--- config.mk ---
export PLATFORM = sky130hd
export DESIGN_NAME = subtitle_frame_shift_parser
export DESIGN_NICKNAME = d
export VERILOG_FILES = /design/src/rtl/sfsp_pkg.sv /design/src/rtl/sfsp_offset.sv /design/src/rtl/sfsp_front.sv /design/src/rtl/sfsp_queue.sv /design/src/rtl/sfsp_back.sv /design/src/rtl/subtitle_frame_shift_parser.sv
export SDC_FILE = /design/constraint.sdc
export NUM_CORES = 2
export LEC_CHECK = 0
export BUFFER_PORTS_ARGS = -buffer_cell sky130_fd_sc_hd__buf_2
export CELL_PAD_IN_SITES_DETAIL_PLACEMENT = 1
export CELL_PAD_IN_SITES_GLOBAL_PLACEMENT = 1
export CORE_MARGIN = 3
export CORE_UTILIZATION = 53
export DETAILED_ROUTE_END_ITERATION = 8
export PLACE_DENSITY = 0.79
export SLEW_MARGIN = 20
export SYNTH_ARGS = -nofsm -noshare
export SYNTH_HDL_FRONTEND = slang
export SYNTH_SLANG_ARGS = --single-unit
--- constraint.sdc ---
create_clock -name clock -period 10.9 [get_ports clock]
set_input_delay 3.27 -clock clock [delete_from_list [all_inputs] [get_ports clock]]
set_output_delay 3.27 -clock clock [all_outputs]
set_load 0.01 [all_outputs]
--- src/rtl/sfsp_pkg.sv ---
`default_nettype none
// ----------------------------------------------------------------------------
// sfsp_pkg
// Shared constants for the subtitle frame shift parser: codes, characters,
// configuration indexes and default sizes.
// ----------------------------------------------------------------------------
package sfsp_pkg;

   localparam int DEFAULT_MAX_DIGITS = 8;
   localparam int DEFAULT_LINE_BITS  = 24;
   localparam int QUEUE_DEPTH        = 4;
   localparam int OFFSET_BITS        = 32;
   localparam int RATE_BITS          = 8;
   localparam int CSR_INDEX_BITS     = 2;

   // whole milliseconds: (x * ceil(2^38 / 1000)) >> 38, exact for any 32-bit x
   localparam int                       MS_RECIP_BITS  = 29;
   localparam logic [MS_RECIP_BITS-1:0] MS_RECIPROCAL  = 29'd274877907;
   localparam int                       MS_RECIP_SHIFT = 38;

   localparam logic [CSR_INDEX_BITS-1:0] CSR_OFFSET = 2'd0;
   localparam logic [CSR_INDEX_BITS-1:0] CSR_RATE   = 2'd1;
   localparam logic [RATE_BITS-1:0]      RESET_RATE = 8'd25;

   localparam logic [1:0] KIND_TEXT  = 2'd0;
   localparam logic [1:0] KIND_ERROR = 2'd1;
   localparam logic [1:0] KIND_DONE  = 2'd2;

   localparam logic [2:0] ERR_NONE     = 3'd0;
   localparam logic [2:0] ERR_FORMAT   = 3'd1;
   localparam logic [2:0] ERR_ORDER    = 3'd2;
   localparam logic [2:0] ERR_END      = 3'd3;
   localparam logic [2:0] ERR_NEGATIVE = 3'd4;
   localparam logic [2:0] ERR_OVERFLOW = 3'd5;

   // commands from the parser to the emitter
   localparam logic [1:0] CMD_BYTE  = 2'd0;
   localparam logic [1:0] CMD_ERROR = 2'd1;
   localparam logic [1:0] CMD_EOI   = 2'd2;
   localparam logic [1:0] CMD_LINE  = 2'd3;

   // what an end of input emits before its done item
   localparam logic [1:0] PRE_NONE    = 2'd0;
   localparam logic [1:0] PRE_NEWLINE = 2'd1;
   localparam logic [1:0] PRE_ERROR   = 2'd2;

   localparam logic [7:0] CH_LBRACE  = 8'h7B;
   localparam logic [7:0] CH_RBRACE  = 8'h7D;
   localparam logic [7:0] CH_NEWLINE = 8'h0A;
   localparam logic [7:0] CH_ZERO    = 8'h30;
   localparam logic [7:0] CH_NINE    = 8'h39;

   localparam logic OP_DATA = 1'b0;
   localparam logic OP_EOI  = 1'b1;

endpackage
`default_nettype wire

--- src/rtl/sfsp_offset.sv ---
`default_nettype none
// ----------------------------------------------------------------------------
// sfsp_offset
// Configuration registers and the frame offset unit: rate times the whole
// milliseconds of the offset, by a reciprocal multiply and one rate multiply.
// ----------------------------------------------------------------------------
module sfsp_offset (
   input  wire logic                                   clock,
   input  wire logic                                   reset,
   input  wire logic                                   csr_valid,
   input  wire logic [sfsp_pkg::CSR_INDEX_BITS-1:0]    csr_index,
   input  wire logic [sfsp_pkg::OFFSET_BITS-1:0]       csr_data,
   output logic                                        csr_ready,
   output logic signed [sfsp_pkg::OFFSET_BITS-1:0]     offset,
   output logic                                        offset_valid
);
   localparam int OB = sfsp_pkg::OFFSET_BITS;
   localparam int RB = sfsp_pkg::RATE_BITS;
   localparam int QB = 22;
   localparam int MB = sfsp_pkg::MS_RECIP_BITS;
   localparam int SH = sfsp_pkg::MS_RECIP_SHIFT;

   localparam logic [1:0] OS_IDLE = 2'd0;
   localparam logic [1:0] OS_LOAD = 2'd1;
   localparam logic [1:0] OS_DIV  = 2'd2;
   localparam logic [1:0] OS_MUL  = 2'd3;

   logic [1:0]       state_ff, state_in;
   logic [OB-1:0]    off_us_ff, off_us_in;
   logic [RB-1:0]    rate_ff, rate_in;
   logic [OB-1:0]    dq_ff, dq_in;
   logic [QB-1:0]    quot_ff, quot_in;
   logic             neg_ff, neg_in;
   logic [OB-1:0]    offset_ff, offset_in;
   logic [OB+MB-1:0] recip;
   logic [QB+RB-1:0] prod;
   logic             wr;

   assign csr_ready    = 1'b1;
   assign wr           = csr_valid & csr_ready;
   assign offset       = $signed(offset_ff);
   assign offset_valid = (state_ff == OS_IDLE);
   assign recip        = dq_ff * sfsp_pkg::MS_RECIPROCAL;
   assign prod         = quot_ff * rate_ff;

   always_comb begin
      state_in  = state_ff;
      off_us_in = off_us_ff;
      rate_in   = rate_ff;
      dq_in     = dq_ff;
      quot_in   = quot_ff;
      neg_in    = neg_ff;
      offset_in = offset_ff;
      unique case (state_ff)
         OS_LOAD: begin
            neg_in   = off_us_ff[OB-1];
            dq_in    = off_us_ff[OB-1] ? (~off_us_ff + OB'(1)) : off_us_ff;
            state_in = OS_DIV;
         end
         OS_DIV: begin
            quot_in  = recip[SH +: QB];
            state_in = OS_MUL;
         end
         OS_MUL: begin
            offset_in = neg_ff ? (OB'(0) - OB'(prod)) : OB'(prod);
            state_in  = OS_IDLE;
         end
         default: begin
         end
      endcase
      if (wr) begin
         if (csr_index == sfsp_pkg::CSR_OFFSET) begin
            off_us_in = csr_data;
         end else if (csr_index == sfsp_pkg::CSR_RATE) begin
            rate_in = csr_data[RB-1:0];
         end
         state_in = OS_LOAD;
      end
   end

   always_ff @(posedge clock) begin
      if (reset) begin
         state_ff  <= OS_IDLE;
         off_us_ff <= '0;
         rate_ff   <= sfsp_pkg::RESET_RATE;
         offset_ff <= '0;
      end else begin
         state_ff  <= state_in;
         off_us_ff <= off_us_in;
         rate_ff   <= rate_in;
         offset_ff <= offset_in;
      end
      dq_ff   <= dq_in;
      quot_ff <= quot_in;
      neg_ff  <= neg_in;
   end
endmodule
`default_nettype wire

--- src/rtl/sfsp_front.sv ---
`default_nettype none
// ----------------------------------------------------------------------------
// sfsp_front
// Line parser: takes input bytes, tracks the line fields, runs the checks
// and queues at most one command per input for the emitter.
// ----------------------------------------------------------------------------
module sfsp_front #(
   parameter int MAX_DIGITS = sfsp_pkg::DEFAULT_MAX_DIGITS,
   parameter int LINE_BITS  = sfsp_pkg::DEFAULT_LINE_BITS,
   parameter int FRAME_BITS = $clog2(10**MAX_DIGITS),
   parameter int CMD_BITS   = 15 + LINE_BITS + 2*FRAME_BITS
) (
   input  wire logic                                clock,
   input  wire logic                                reset,
   input  wire logic                                in_valid,
   input  wire logic                                in_operation,
   input  wire logic [7:0]                          in_byte,
   input  wire logic signed [sfsp_pkg::OFFSET_BITS-1:0] offset,
   output logic                                     cmd_push,
   output logic [CMD_BITS-1:0]                      cmd_data
);
   localparam int DCB = $clog2(MAX_DIGITS + 1);
   localparam int SB  = sfsp_pkg::OFFSET_BITS + 2;
   localparam longint LIMIT = 10**MAX_DIGITS - 1;

   localparam logic [2:0] PH_BRACE1 = 3'd0;
   localparam logic [2:0] PH_START  = 3'd1;
   localparam logic [2:0] PH_BRACE2 = 3'd2;
   localparam logic [2:0] PH_END    = 3'd3;
   localparam logic [2:0] PH_TEXT   = 3'd4;

   typedef struct packed {
      logic [1:0]            op;
      logic [1:0]            pre;
      logic [7:0]            data;
      logic [2:0]            code;
      logic [LINE_BITS-1:0]  line;
      logic [FRAME_BITS-1:0] s;
      logic [FRAME_BITS-1:0] e;
   } cmd_type;

   logic [2:0]            phase_ff, phase_in;
   logic [FRAME_BITS-1:0] start_ff, start_in, end_ff, end_in, prev_ff, prev_in;
   logic [DCB-1:0]        dcnt_ff, dcnt_in;
   logic                  have_ff, have_in, halted_ff, halted_in, open_ff, open_in;
   logic [LINE_BITS-1:0]  line_ff, line_in;
   cmd_type               cmd;
   logic                  digit;
   logic [FRAME_BITS-1:0] acc;
   logic [FRAME_BITS+3:0] mac;
   logic [DCB:0]          dnext;
   logic signed [SB-1:0]  off_x, s_sum, e_sum, lim;

   assign digit = (in_byte >= sfsp_pkg::CH_ZERO) && (in_byte <= sfsp_pkg::CH_NINE);
   assign acc   = (phase_ff == PH_START) ? start_ff : end_ff;
   assign mac   = ((FRAME_BITS+4)'(acc) * (FRAME_BITS+4)'(10)) + (FRAME_BITS+4)'(in_byte[3:0]);
   assign dnext = (DCB+1)'(dcnt_ff) + (DCB+1)'(1);
   assign off_x = SB'(offset);
   assign s_sum = $signed(SB'(start_ff)) + off_x;
   assign e_sum = $signed(SB'(end_ff)) + off_x;
   assign lim   = SB'(LIMIT);
   assign cmd_data = cmd;

   always_comb begin
      phase_in  = phase_ff;
      start_in  = start_ff;
      end_in    = end_ff;
      prev_in   = prev_ff;
      dcnt_in   = dcnt_ff;
      have_in   = have_ff;
      halted_in = halted_ff;
      open_in   = open_ff;
      line_in   = line_ff;
      cmd_push  = 1'b0;
      cmd       = '0;
      cmd.line  = line_ff;
      cmd.s     = FRAME_BITS'(s_sum);
      cmd.e     = FRAME_BITS'(e_sum);
      cmd.data  = in_byte;
      if (in_valid) begin
         if (in_operation == sfsp_pkg::OP_EOI) begin
            cmd_push = 1'b1;
            cmd.op   = sfsp_pkg::CMD_EOI;
            cmd.pre  = sfsp_pkg::PRE_NONE;
            if (!halted_ff) begin
               if (phase_ff == PH_TEXT) begin
                  cmd.pre = sfsp_pkg::PRE_NEWLINE;
               end else if (open_ff) begin
                  cmd.pre  = sfsp_pkg::PRE_ERROR;
                  cmd.code = sfsp_pkg::ERR_FORMAT;
               end
            end
            phase_in  = PH_BRACE1;
            start_in  = '0;
            end_in    = '0;
            dcnt_in   = '0;
            prev_in   = '0;
            have_in   = 1'b0;
            line_in   = LINE_BITS'(1);
            halted_in = 1'b0;
            open_in   = 1'b0;
         end else if (!halted_ff) begin
            cmd_push = 1'b1;
            cmd.op   = sfsp_pkg::CMD_ERROR;
            cmd.code = sfsp_pkg::ERR_FORMAT;
            if (in_byte == sfsp_pkg::CH_NEWLINE) begin
               if (phase_ff == PH_TEXT) begin
                  cmd.op   = sfsp_pkg::CMD_BYTE;
                  phase_in = PH_BRACE1;
                  open_in  = 1'b0;
                  if (line_ff != '1) begin
                     line_in = line_ff + LINE_BITS'(1);
                  end
               end
            end else begin
               open_in = 1'b1;
               unique case (phase_ff)
                  PH_BRACE1, PH_BRACE2: begin
                     if (in_byte == sfsp_pkg::CH_LBRACE) begin
                        cmd_push = 1'b0;
                        dcnt_in  = '0;
                        if (phase_ff == PH_BRACE1) begin
                           start_in = '0;
                           phase_in = PH_START;
                        end else begin
                           end_in   = '0;
                           phase_in = PH_END;
                        end
                     end
                  end
                  PH_START, PH_END: begin
                     if (digit) begin
                        if (dnext > (DCB+1)'(MAX_DIGITS)) begin
                           cmd.code = sfsp_pkg::ERR_OVERFLOW;
                        end else begin
                           cmd_push = 1'b0;
                           dcnt_in  = DCB'(dnext);
                           if (phase_ff == PH_START) begin
                              start_in = FRAME_BITS'(mac);
                           end else begin
                              end_in = FRAME_BITS'(mac);
                           end
                        end
                     end else if (in_byte == sfsp_pkg::CH_RBRACE && dcnt_ff != '0) begin
                        if (phase_ff == PH_START) begin
                           if (s_sum < 0) begin
                              cmd.code = sfsp_pkg::ERR_NEGATIVE;
                           end else if (have_ff && start_ff < prev_ff) begin
                              cmd.code = sfsp_pkg::ERR_ORDER;
                           end else begin
                              cmd_push = 1'b0;
                              prev_in  = start_ff;
                              have_in  = 1'b1;
                              phase_in = PH_BRACE2;
                           end
                        end else begin
                           if (start_ff >= end_ff) begin
                              cmd.code = sfsp_pkg::ERR_END;
                           end else if (e_sum > lim) begin
                              cmd.code = sfsp_pkg::ERR_OVERFLOW;
                           end else begin
                              cmd.op   = sfsp_pkg::CMD_LINE;
                              phase_in = PH_TEXT;
                           end
                        end
                     end
                  end
                  default: begin
                     cmd.op = sfsp_pkg::CMD_BYTE;
                  end
               endcase
            end
            if (cmd_push && cmd.op == sfsp_pkg::CMD_ERROR) begin
               halted_in = 1'b1;
            end
         end
      end
   end

   always_ff @(posedge clock) begin
      if (reset) begin
         phase_ff  <= PH_BRACE1;
         start_ff  <= '0;
         end_ff    <= '0;
         prev_ff   <= '0;
         dcnt_ff   <= '0;
         have_ff   <= 1'b0;
         halted_ff <= 1'b0;
         open_ff   <= 1'b0;
         line_ff   <= LINE_BITS'(1);
      end else begin
         phase_ff  <= phase_in;
         start_ff  <= start_in;
         end_ff    <= end_in;
         prev_ff   <= prev_in;
         dcnt_ff   <= dcnt_in;
         have_ff   <= have_in;
         halted_ff <= halted_in;
         open_ff   <= open_in;
         line_ff   <= line_in;
      end
   end
endmodule
`default_nettype wire

--- src/rtl/sfsp_queue.sv ---
`default_nettype none
// ----------------------------------------------------------------------------
// sfsp_queue
// Short command queue between the parser and the emitter.
// ----------------------------------------------------------------------------
module sfsp_queue #(
   parameter int WIDTH = 8,
   parameter int DEPTH = sfsp_pkg::QUEUE_DEPTH
) (
   input  wire logic             clock,
   input  wire logic             reset,
   input  wire logic             push,
   input  wire logic [WIDTH-1:0] push_data,
   output logic                  full,
   input  wire logic             pop,
   output logic [WIDTH-1:0]      pop_data,
   output logic                  empty
);
   localparam int PB = (DEPTH > 1) ? $clog2(DEPTH) : 1;
   localparam int CB = $clog2(DEPTH + 1);

   logic [WIDTH-1:0] mem_ff [DEPTH];
   logic [PB-1:0]    wp_ff, rp_ff;
   logic [CB-1:0]    count_ff;
   logic             do_push, do_pop;

   assign full     = (count_ff == CB'(DEPTH));
   assign empty    = (count_ff == '0);
   assign do_push  = push & ~full;
   assign do_pop   = pop & ~empty;
   assign pop_data = mem_ff[rp_ff];

   always_ff @(posedge clock) begin
      if (do_push) begin
         mem_ff[wp_ff] <= push_data;
      end
      if (reset) begin
         wp_ff    <= '0;
         rp_ff    <= '0;
         count_ff <= '0;
      end else begin
         if (do_push) begin
            wp_ff <= (wp_ff == PB'(DEPTH - 1)) ? '0 : wp_ff + PB'(1);
         end
         if (do_pop) begin
            rp_ff <= (rp_ff == PB'(DEPTH - 1)) ? '0 : rp_ff + PB'(1);
         end
         count_ff <= count_ff + CB'(do_push) - CB'(do_pop);
      end
   end
endmodule
`default_nettype wire

--- src/rtl/sfsp_back.sv ---
`default_nettype none
// ----------------------------------------------------------------------------
// sfsp_back
// Emitter: turns queued commands into result items, converting frame
// numbers to decimal with a bit-serial binary to BCD pass.
// ----------------------------------------------------------------------------
module sfsp_back #(
   parameter int MAX_DIGITS = sfsp_pkg::DEFAULT_MAX_DIGITS,
   parameter int LINE_BITS  = sfsp_pkg::DEFAULT_LINE_BITS,
   parameter int FRAME_BITS = $clog2(10**MAX_DIGITS),
   parameter int CMD_BITS   = 15 + LINE_BITS + 2*FRAME_BITS
) (
   input  wire logic                 clock,
   input  wire logic                 reset,
   input  wire logic                 cmd_empty,
   input  wire logic [CMD_BITS-1:0]  cmd_data,
   output logic                      cmd_pop,
   output logic                      rsp_empty,
   input  wire logic                 rsp_pop,
   output logic [1:0]                rsp_kind,
   output logic [7:0]                rsp_out_byte,
   output logic [2:0]                rsp_error_code,
   output logic [LINE_BITS-1:0]      rsp_line_number,
   output logic                      rsp_last
);
   localparam int CNB = $clog2(FRAME_BITS + 1);
   localparam int DGB = $clog2(MAX_DIGITS + 1);
   localparam int BB  = 4 * MAX_DIGITS;

   localparam logic [2:0] BK_IDLE   = 3'd0;
   localparam logic [2:0] BK_DONE   = 3'd1;
   localparam logic [2:0] BK_CONV   = 3'd2;
   localparam logic [2:0] BK_DIGITS = 3'd3;
   localparam logic [2:0] BK_CLOSE  = 3'd4;
   localparam logic [2:0] BK_OPEN2  = 3'd5;

   typedef struct packed {
      logic [1:0]            op;
      logic [1:0]            pre;
      logic [7:0]            data;
      logic [2:0]            code;
      logic [LINE_BITS-1:0]  line;
      logic [FRAME_BITS-1:0] s;
      logic [FRAME_BITS-1:0] e;
   } cmd_type;

   cmd_type               head;
   logic [2:0]            state_ff, state_in;
   logic [FRAME_BITS-1:0] e_ff, e_in;
   logic [FRAME_BITS-1:0] bin_ff, bin_in;
   logic [BB-1:0]         bcd_ff, bcd_in, bcd_adj;
   logic [CNB-1:0]        cnt_ff, cnt_in;
   logic [DGB-1:0]        dig_ff, dig_in;
   logic                  started_ff, started_in, second_ff, second_in;
   logic                  valid_ff, valid_in;
   logic [1:0]            kind_ff, kind_in;
   logic [7:0]            byte_ff, byte_in;
   logic [2:0]            code_ff, code_in;
   logic [LINE_BITS-1:0]  line_ff, line_in;
   logic                  last_ff, last_in;
   logic                  load;
   logic [3:0]            cur;

   assign head            = cmd_data;
   assign load            = ~valid_ff | rsp_pop;
   assign rsp_empty       = ~valid_ff;
   assign rsp_kind        = kind_ff;
   assign rsp_out_byte    = byte_ff;
   assign rsp_error_code  = code_ff;
   assign rsp_line_number = line_ff;
   assign rsp_last        = last_ff;
   assign cur             = bcd_ff[4*dig_ff +: 4];

   always_comb begin
      for (int i = 0; i < MAX_DIGITS; i++) begin
         bcd_adj[4*i +: 4] = (bcd_ff[4*i +: 4] >= 4'd5) ? bcd_ff[4*i +: 4] + 4'd3
                                                       : bcd_ff[4*i +: 4];
      end
   end

   always_comb begin
      state_in   = state_ff;
      e_in       = e_ff;
      bin_in     = bin_ff;
      bcd_in     = bcd_ff;
      cnt_in     = cnt_ff;
      dig_in     = dig_ff;
      started_in = started_ff;
      second_in  = second_ff;
      valid_in   = valid_ff & ~rsp_pop;
      kind_in    = kind_ff;
      byte_in    = byte_ff;
      code_in    = code_ff;
      line_in    = line_ff;
      last_in    = last_ff;
      cmd_pop    = 1'b0;
      unique case (state_ff)
         BK_IDLE: begin
            if (!cmd_empty && load) begin
               cmd_pop  = 1'b1;
               valid_in = 1'b1;
               kind_in  = sfsp_pkg::KIND_TEXT;
               byte_in  = '0;
               code_in  = sfsp_pkg::ERR_NONE;
               line_in  = '0;
               last_in  = 1'b1;
               case (head.op)
                  sfsp_pkg::CMD_BYTE: begin
                     byte_in = head.data;
                  end
                  sfsp_pkg::CMD_ERROR: begin
                     kind_in = sfsp_pkg::KIND_ERROR;
                     code_in = head.code;
                     line_in = head.line;
                  end
                  sfsp_pkg::CMD_EOI: begin
                     if (head.pre == sfsp_pkg::PRE_NEWLINE) begin
                        byte_in  = sfsp_pkg::CH_NEWLINE;
                        last_in  = 1'b0;
                        state_in = BK_DONE;
                     end else if (head.pre == sfsp_pkg::PRE_ERROR) begin
                        kind_in  = sfsp_pkg::KIND_ERROR;
                        code_in  = head.code;
                        line_in  = head.line;
                        last_in  = 1'b0;
                        state_in = BK_DONE;
                     end else begin
                        kind_in = sfsp_pkg::KIND_DONE;
                     end
                  end
                  default: begin
                     byte_in   = sfsp_pkg::CH_LBRACE;
                     last_in   = 1'b0;
                     bin_in    = head.s;
                     e_in      = head.e;
                     bcd_in    = '0;
                     cnt_in    = '0;
                     second_in = 1'b0;
                     state_in  = BK_CONV;
                  end
               endcase
            end
         end
         BK_DONE: begin
            if (load) begin
               valid_in = 1'b1;
               kind_in  = sfsp_pkg::KIND_DONE;
               byte_in  = '0;
               code_in  = sfsp_pkg::ERR_NONE;
               line_in  = '0;
               last_in  = 1'b1;
               state_in = BK_IDLE;
            end
         end
         BK_CONV: begin
            bcd_in = {bcd_adj[BB-2:0], bin_ff[FRAME_BITS-1]};
            bin_in = bin_ff << 1;
            cnt_in = cnt_ff + CNB'(1);
            if (cnt_ff == CNB'(FRAME_BITS - 1)) begin
               dig_in     = DGB'(MAX_DIGITS - 1);
               started_in = 1'b0;
               state_in   = BK_DIGITS;
            end
         end
         BK_DIGITS: begin
            if (cur == 4'd0 && !started_ff && dig_ff != '0) begin
               dig_in = dig_ff - DGB'(1);
            end else if (load) begin
               valid_in   = 1'b1;
               kind_in    = sfsp_pkg::KIND_TEXT;
               byte_in    = sfsp_pkg::CH_ZERO | {4'd0, cur};
               last_in    = 1'b0;
               started_in = 1'b1;
               if (dig_ff == '0) begin
                  state_in = BK_CLOSE;
               end else begin
                  dig_in = dig_ff - DGB'(1);
               end
            end
         end
         BK_CLOSE: begin
            if (load) begin
               valid_in = 1'b1;
               byte_in  = sfsp_pkg::CH_RBRACE;
               last_in  = second_ff;
               state_in = second_ff ? BK_IDLE : BK_OPEN2;
            end
         end
         BK_OPEN2: begin
            if (load) begin
               valid_in  = 1'b1;
               byte_in   = sfsp_pkg::CH_LBRACE;
               last_in   = 1'b0;
               bin_in    = e_ff;
               bcd_in    = '0;
               cnt_in    = '0;
               second_in = 1'b1;
               state_in  = BK_CONV;
            end
         end
         default: begin
            state_in = BK_IDLE;
         end
      endcase
   end

   always_ff @(posedge clock) begin
      if (reset) begin
         state_ff <= BK_IDLE;
         valid_ff <= 1'b0;
      end else begin
         state_ff <= state_in;
         valid_ff <= valid_in;
      end
      e_ff       <= e_in;
      bin_ff     <= bin_in;
      bcd_ff     <= bcd_in;
      cnt_ff     <= cnt_in;
      dig_ff     <= dig_in;
      started_ff <= started_in;
      second_ff  <= second_in;
      kind_ff    <= kind_in;
      byte_ff    <= byte_in;
      code_ff    <= code_in;
      line_ff    <= line_in;
      last_ff    <= last_in;
   end
endmodule
`default_nettype wire

--- src/rtl/subtitle_frame_shift_parser.sv ---
`default_nettype none
// ----------------------------------------------------------------------------
// subtitle_frame_shift_parser
// Shifts the frame numbers of MicroDVD subtitle lines by a configured offset.
// ----------------------------------------------------------------------------
// Text bytes and braces are taken one per cycle while the command queue has
// room; each accepted input is one transfer and queues at most one command
// (digits and opening braces only update the parser). A line's closing brace
// starts a burst of output: each frame number is converted by a bit-serial
// binary to BCD pass over FRAME_BITS bits (27 at eight digits), then scanned
// digit position by digit position, leading zeros included. The input reports
// full while the queue is full, and after a configuration write while the
// offset unit steps through its load, divide and multiply states to recompute
// rate times whole milliseconds.
module subtitle_frame_shift_parser #(
   parameter int MAX_DIGITS = sfsp_pkg::DEFAULT_MAX_DIGITS,
   parameter int LINE_BITS  = sfsp_pkg::DEFAULT_LINE_BITS
) (
   input  wire logic                                clock,
   input  wire logic                                reset,
   input  wire logic                                req_push,
   output logic                                     req_full,
   input  wire logic                                req_operation,
   input  wire logic [7:0]                          req_data_byte,
   output logic                                     rsp_empty,
   input  wire logic                                rsp_pop,
   output logic [1:0]                               rsp_kind,
   output logic [7:0]                               rsp_out_byte,
   output logic [2:0]                               rsp_error_code,
   output logic [LINE_BITS-1:0]                     rsp_line_number,
   output logic                                     rsp_last,
   input  wire logic                                csr_valid,
   output logic                                     csr_ready,
   input  wire logic [sfsp_pkg::CSR_INDEX_BITS-1:0] csr_index,
   input  wire logic [sfsp_pkg::OFFSET_BITS-1:0]    csr_data
);
   localparam int FRAME_BITS = $clog2(10**MAX_DIGITS);
   localparam int CMD_BITS   = 15 + LINE_BITS + 2*FRAME_BITS;

   logic signed [sfsp_pkg::OFFSET_BITS-1:0] offset;
   logic                  offset_valid;
   logic                  q_full, q_empty, q_push, q_pop;
   logic [CMD_BITS-1:0]   q_in, q_out;
   logic                  accept;

   assign req_full = q_full | ~offset_valid;
   assign accept   = req_push & ~req_full;

   sfsp_offset u_offset (
      .clock        (clock),
      .reset        (reset),
      .csr_valid    (csr_valid),
      .csr_index    (csr_index),
      .csr_data     (csr_data),
      .csr_ready    (csr_ready),
      .offset       (offset),
      .offset_valid (offset_valid)
   );

   sfsp_front #(
      .MAX_DIGITS (MAX_DIGITS),
      .LINE_BITS  (LINE_BITS),
      .FRAME_BITS (FRAME_BITS),
      .CMD_BITS   (CMD_BITS)
   ) u_front (
      .clock        (clock),
      .reset        (reset),
      .in_valid     (accept),
      .in_operation (req_operation),
      .in_byte      (req_data_byte),
      .offset       (offset),
      .cmd_push     (q_push),
      .cmd_data     (q_in)
   );

   sfsp_queue #(
      .WIDTH (CMD_BITS),
      .DEPTH (sfsp_pkg::QUEUE_DEPTH)
   ) u_queue (
      .clock     (clock),
      .reset     (reset),
      .push      (q_push),
      .push_data (q_in),
      .full      (q_full),
      .pop       (q_pop),
      .pop_data  (q_out),
      .empty     (q_empty)
   );

   sfsp_back #(
      .MAX_DIGITS (MAX_DIGITS),
      .LINE_BITS  (LINE_BITS),
      .FRAME_BITS (FRAME_BITS),
      .CMD_BITS   (CMD_BITS)
   ) u_back (
      .clock           (clock),
      .reset           (reset),
      .cmd_empty       (q_empty),
      .cmd_data        (q_out),
      .cmd_pop         (q_pop),
      .rsp_empty       (rsp_empty),
      .rsp_pop         (rsp_pop),
      .rsp_kind        (rsp_kind),
      .rsp_out_byte    (rsp_out_byte),
      .rsp_error_code  (rsp_error_code),
      .rsp_line_number (rsp_line_number),
      .rsp_last        (rsp_last)
   );
endmodule
`default_nettype wire

[Word level (Yosys, flattened, before mapping)]
Memory sizes are Yosys's and may differ from the RTL's. A register that Yosys moved wholly into a read port is not among the register bits.
Cells that the tools add are included.
Storage, ports and cells
  memory bits (writable): 372
  bits of input ports: 48
  output and inout port bits: 41
  memories: 1
  logic and storage cells: 426
  register bits after elaboration: 390
Operators by class
  shift operators: 1
  bitwise gates (word level): 15
  magnitude comparators: 15
  reductions and logical operators: 60
  add/subtract/negate cells: 21
  equality and inequality tests: 59
  mux-type cells: 216
  multiply operators: 3
Memories
  u_queue.mem_ff: depth 4, width 93, read ports 1, clocked after memory_dff 1, wr ports 1, RTL line sfsp_queue.sv:22  | logic [WIDTH-1:0] mem_ff [DEPTH];
Operators by type and width (number)
  $mux 27: 29
  $mux 24: 9
  $mux 32: 4
  $mux 3: 41
  $pmux 27 s2: 2
  $pmux 24 s2: 2
  $pmux 32 s3: 1
  $pmux 27 s3: 1
  $mux 4: 19
  $add 28x32->33: 2
  $mul 32x29->60 const B: 1
  $mux 2: 27
  $mux 1: 51
  $mux 8: 6
  $pmux 8 s5: 1
  $gt 34x28->1 const B: 1
  $lt 34x1->1 const B: 1
  $add 32x1->32 const B: 1
  $ge 4x3->1 const B: 8
  $not 32->32: 1
  $shiftx 32x7->4: 1
  $mux 31: 1
  $sub 1x30->31 const A: 1
  $mul 22x8->30: 1
  67 further kinds: 178

[Longest topological paths before layout]
  depth in word-level cells: 18
  mapped depth: 26
  mapped depth without buffers: 26

[By module]
A second synthesis with hierarchy kept.
Unflattened totals
  cells, all modules: 5303
  area, all modules: 57754.1 um^2
By module, submodules not included
  sfsp_offset: instances 1, sequential area each 3113.0 um^2, area each 25440.6 um^2, cells an instance 2663
  sfsp_queue: instances 1, sequential area each 11350.9 um^2, area each 13897.1 um^2, cells an instance 535
  sfsp_front: instances 1, sequential area each 2302.2 um^2, area each 11658.7 um^2, cells an instance 1522
  sfsp_back: instances 1, sequential area each 4134.0 um^2, area each 6742.7 um^2, cells an instance 581
  subtitle_frame_shift_parser: instances 1, sequential area each 0.0 um^2, area each 15.0 um^2, cells an instance 2

[Worst setup path after synthesis]
No wires, ideal clock.
  kind: input port to flip-flop
  from: input port req_data_byte[4]
  to: memory u_queue.mem_ff[0][0] (netlist bit), enable pin
  data required time: 10.343 ns
  path buffers: 0
  library setup time: 0.557 ns
  arrival time: 8.639 ns
  slack: 1.704 ns
  stages on the path: 6
  path through: or4b_1 -> nor4_2 -> nor3_1 -> nor2_1 -> a21oi_1 -> nor2b_1
On the way
  word-level cells in the longest chain between the ends: 15
  elaborated cells between the ends (all ways): 21
  those cells by class: order compare (2); eq/ne (3); mux (13); bitwise (1); reduce/logical (2)
RTL lines
  start: declaration: RTL line subtitle_frame_shift_parser.sv:24  | input wire logic [7:0] req_data_byte,
  parallel branches: the longest is 5 deep, another holds $ge 8x6->1
  $mux 1 (*): RTL line sfsp_front.sv:106  | if (in_byte == sfsp_pkg::CH_NEWLINE) begin
  $mux 1 (*): RTL line sfsp_front.sv:102  | end else if (!halted_ff) begin
  $mux 1 (*): RTL line sfsp_front.sv:81  | if (in_operation == sfsp_pkg::OP_EOI) begin
  $mux 1 (*): RTL line sfsp_front.sv:80  | if (in_valid) begin
  $mux 1 (*): RTL line sfsp_front.sv:102
  $mux 1 (*): RTL line sfsp_front.sv:81
  $mux 1 (*): RTL line sfsp_front.sv:80
  $and 1x1->1 (*): RTL line sfsp_queue.sv:29  | assign do_push = push & ~full;
  $mux 1 (*): RTL line sfsp_queue.sv:34  | if (do_push) begin
  $mux 1 (implied by the code) (*): RTL line sfsp_queue.sv:35  | mem_ff[wp_ff] <= push_data;
  end: declaration: RTL line sfsp_queue.sv:22
Mark *: on every way between the ends. The select of a mux whose other input is x is not followed.

[Worst setup path after layout]
  from: register u_offset.dq_ff[18]
  to: register u_offset.quot_ff[20] (data pin)
On the way
  word-level cells in the longest chain between the ends: 1
RTL lines
  start: declaration: RTL line sfsp_offset.sv:31  | logic [OB-1:0] dq_ff, dq_in;
  start signal: assignment: RTL line sfsp_offset.sv:93  | dq_ff <= dq_in;
  $mul 32x29->60: RTL line sfsp_offset.sv:43  | assign recip = dq_ff * sfsp_pkg::MS_RECIPROCAL;
  named net u_offset.recip[58]: RTL line sfsp_offset.sv:35  | logic [OB+MB-1:0] recip;
  end signal: assignment: RTL line sfsp_offset.sv:94  | quot_ff <= quot_in;
  end: declaration: RTL line sfsp_offset.sv:32  | logic [QB-1:0] quot_ff, quot_in;
The timed path passes the listed nets, and every way through them passes these cells.
A chain may end at the register's enable or synchronous reset.

==> impl_metrics.ini <==
[logic_synthesis]
netlist.area_leader.share_pct = 29.8
ys_seq_area_share_pct = 36.9
synthTopCellsByArea = edfxtp_1, fa_1, ha_1
ys_seq_elements = 763
ys_types = 90
synth_area_per_cell_sq_um = 11.0
synthFlopType = edfxtp_1
synth_commonest_cells = inv_1, ha_1, edfxtp_1, fa_1, nand2_1
synth-edff-count = 562
yosysMostFrequentCell = inv_1
synth_cells = 5157
async_reset_ff_share_pct = 0
syn_area_sq_um = 56700
synth_top_area_cell = edfxtp_1
syn_nets = 6266
yosysWarnings = 0

[clocking]
cts_setup_buffers = 0
cts_resized = 0
cts_inserted_buffers = 83
clk_pin_slew_worst_paths_ns = 0.06
cts_hold_buf = 0
clk_latency_ns = 0.68
cts_buffer_depth = 3
cts.sinks = 763
root_buffer = clkbuf_16
h-tree-depth = 3
cts_tree = yes

[timing]
hold_viol_final = 0
setup_viol = 0
finalMaxSlewViolations = 0
rsz0062_at_grt = no
period_share_pct = 79.6
finalClockSkew_ns = 0.0579
worstMarginPinSlew_ns = 1.14
finalSetupTns_ns = 0
setup_ws_ns = 2.23
max_freq_mhz = 115
period_needed_ns = 8.67
whs_ns = 0.478
slew_headroom_pct = 23.7

[finish]
syn_to_final_growth_pct = 8.57
post-route-util_pct = 58.2
nets = 6328
drive_gt1_share_pct = 7.74
fillers = 11100
final_area_sq_um = 61600
final_cells = 6680

[die]
core_sq_um = 106000
start_util_pct = 53.6
die_area_sq_um = 111000
rows = 119
die_w_um = 333
io_pins = 89
die_h_um = 333

[global_routing]
grt_max_degree = 75
grtUsageTotal_pct = 30.3
grt_pass1_vias = 43500
grt-ovfl-total = 0
grt_antenna_before_repair = 7
grt_pass1_wl_um = 261000

[placement]
io_buffers = 87
placed_area_sq_um = 58700
place_inst = 6524
dp_slack_ns = 2.42
gp_congestion = 0.974
dpl.hpwl_um = 124000

[worst_setup_path]
rr_worst_depth = 24
worst_path_dominant_cell_family = adder cells
crit_type = reg2reg
r2r_end = u_offset.quot_ff[20]
cp-start-kind = flop
r2r_slack_ns = 2.23
crit_top_cell = fa_1
crit_buf_inv = 5
critPathSlowestCell = edfxtp_1
crit_path_cell_trace = ha_1, fa_1, fa_1, inv_1, fa_1, inv_1, fa_1, fa_1, fa_1, inv_1, fa_1, inv_1, ha_1, and3_1, and2_1, a221oi_1, o221ai_1, inv_1, a21oi_1, o21ai_0, a211oi_1, or3_1, a2111o_1, o311ai_0
cp.required_ns = 11.34
crit_path_end_kind = flop
slowest_delay_ns = 0.81
r2r-start = u_offset.dq_ff[18]
arrival_ns = 9.11
worstPathMaxFanout = 10

[min_path]
whs_endpoint = u_front.prev_ff[24]
hp-start = u_front.prev_ff[24]
hold_path.class = reg2reg
whs_path_depth = 1

[outcome]
status = completed

[power]
power_mw = 19.9
pwr_density_cell_nw_per_um2 = 324
irDropWorstVdd_mv = 0.352
p_leak_nw = 26.9

[drt]
first_pass_iters = 5
ant_nets = 0
drt_iter0_drc = 2927
drc_errors = 0
wl_um = 165000
routedWlPerCell_um = 24.7
via_per_inst = 5.97
vias = 39800

[run]
maxCapViolCount = 0
-- how the worst max path moves through the flow --
stage | end | start | cells past startpoint
2_1_floorplan | u_queue.mem_ff[0][0] | req_data_byte[4] | 6
3_3_place_gp | u_offset.quot_ff[20] | u_offset.dq_ff[18] | 24
3_5_place_dp | u_offset.quot_ff[20] | u_offset.dq_ff[18] | 24
4_1_cts | u_offset.quot_ff[20] | u_offset.dq_ff[18] | 24
5_1_grt | u_offset.quot_ff[20] | u_offset.dq_ff[17] | 24
6_report | u_offset.quot_ff[20] | u_offset.dq_ff[18] | 24
-- power by group --
group	leakage (nW)	total, mW	internal [mW]	switching, mW
combinational	18.5	12.8	5.21	7.63
clock	1.40	2.98	1.68	1.30
sequential	7.05	4.13	3.78	0.351
-- logic make-up (layout without fill, tap and decap cells) --
family | after synthesis | after routing | synth area share [%]
fa+ha+maj | 1061 | 1061 | 29.0
other cells | 1 | 3 | 0.00661
compound gates | 802 | 802 | 9.36
simple gates | 1254 | 1254 | 10.8
mux | 126 | 126 | 4.45
buf+inv | 942 | 1072 | 6.26
xor+xnor | 208 | 208 | 3.21
flops | 763 | 763 | 36.9
-- layout by cell type (no fill, tap or decap), types with 73 or more instances in the layout --
master,synthesis,final
a21o_1,87,87
a21oi_1,238,237
and2_1,133,133
buf_2,1,86
clkbuf_16,0,83
dfxtp_1,201,198
edfxtp_1,562,562
fa_1,423,423
ha_1,638,636
inv_1,795,795
mux4_2,101,101
nand2_1,423,423
nand3_1,73,73
nor2_1,243,240
o21ai_0,138,137
xnor2_1,137,137
-- metal layers --
layer  track usage (%)  share of wire, %  wire [um]
met2              51.3                49      80600
met1              40.9                43      70500
met5                 0             0.018         29
met4              8.04               2.7       4420
met3              4.60               5.9       9800
-- flip-flops by register name (all words and copies together), names as in the netlist, 27 cells and up, named ones only --
signal / count
u_offset.dq_ff: 32
u_front.start_ff: 27
u_offset.off_us_ff: 32
u_offset.offset: 31
u_back.bin_ff: 27
u_front.end_ff: 27
u_front.prev_ff: 27
u_back.e_ff: 27
u_back.bcd_ff: 32
u_queue.mem_ff: 372
-- layout make-up --
class                      count  area [sq um]  share of cell area (%)
multi-input combinational   3452         32300                    52.5
inverter                     796          2990                    4.85
clock inverter                51           622                    1.01
sequential                   763         20900                    34.0
antenna                        2          5.00                 0.00813
tap                         1391          1740                    2.83
clock buffer                 102          2250                    3.65
timing repair buffer         123           706                    1.15
Power figures use the tool's default switching activity.
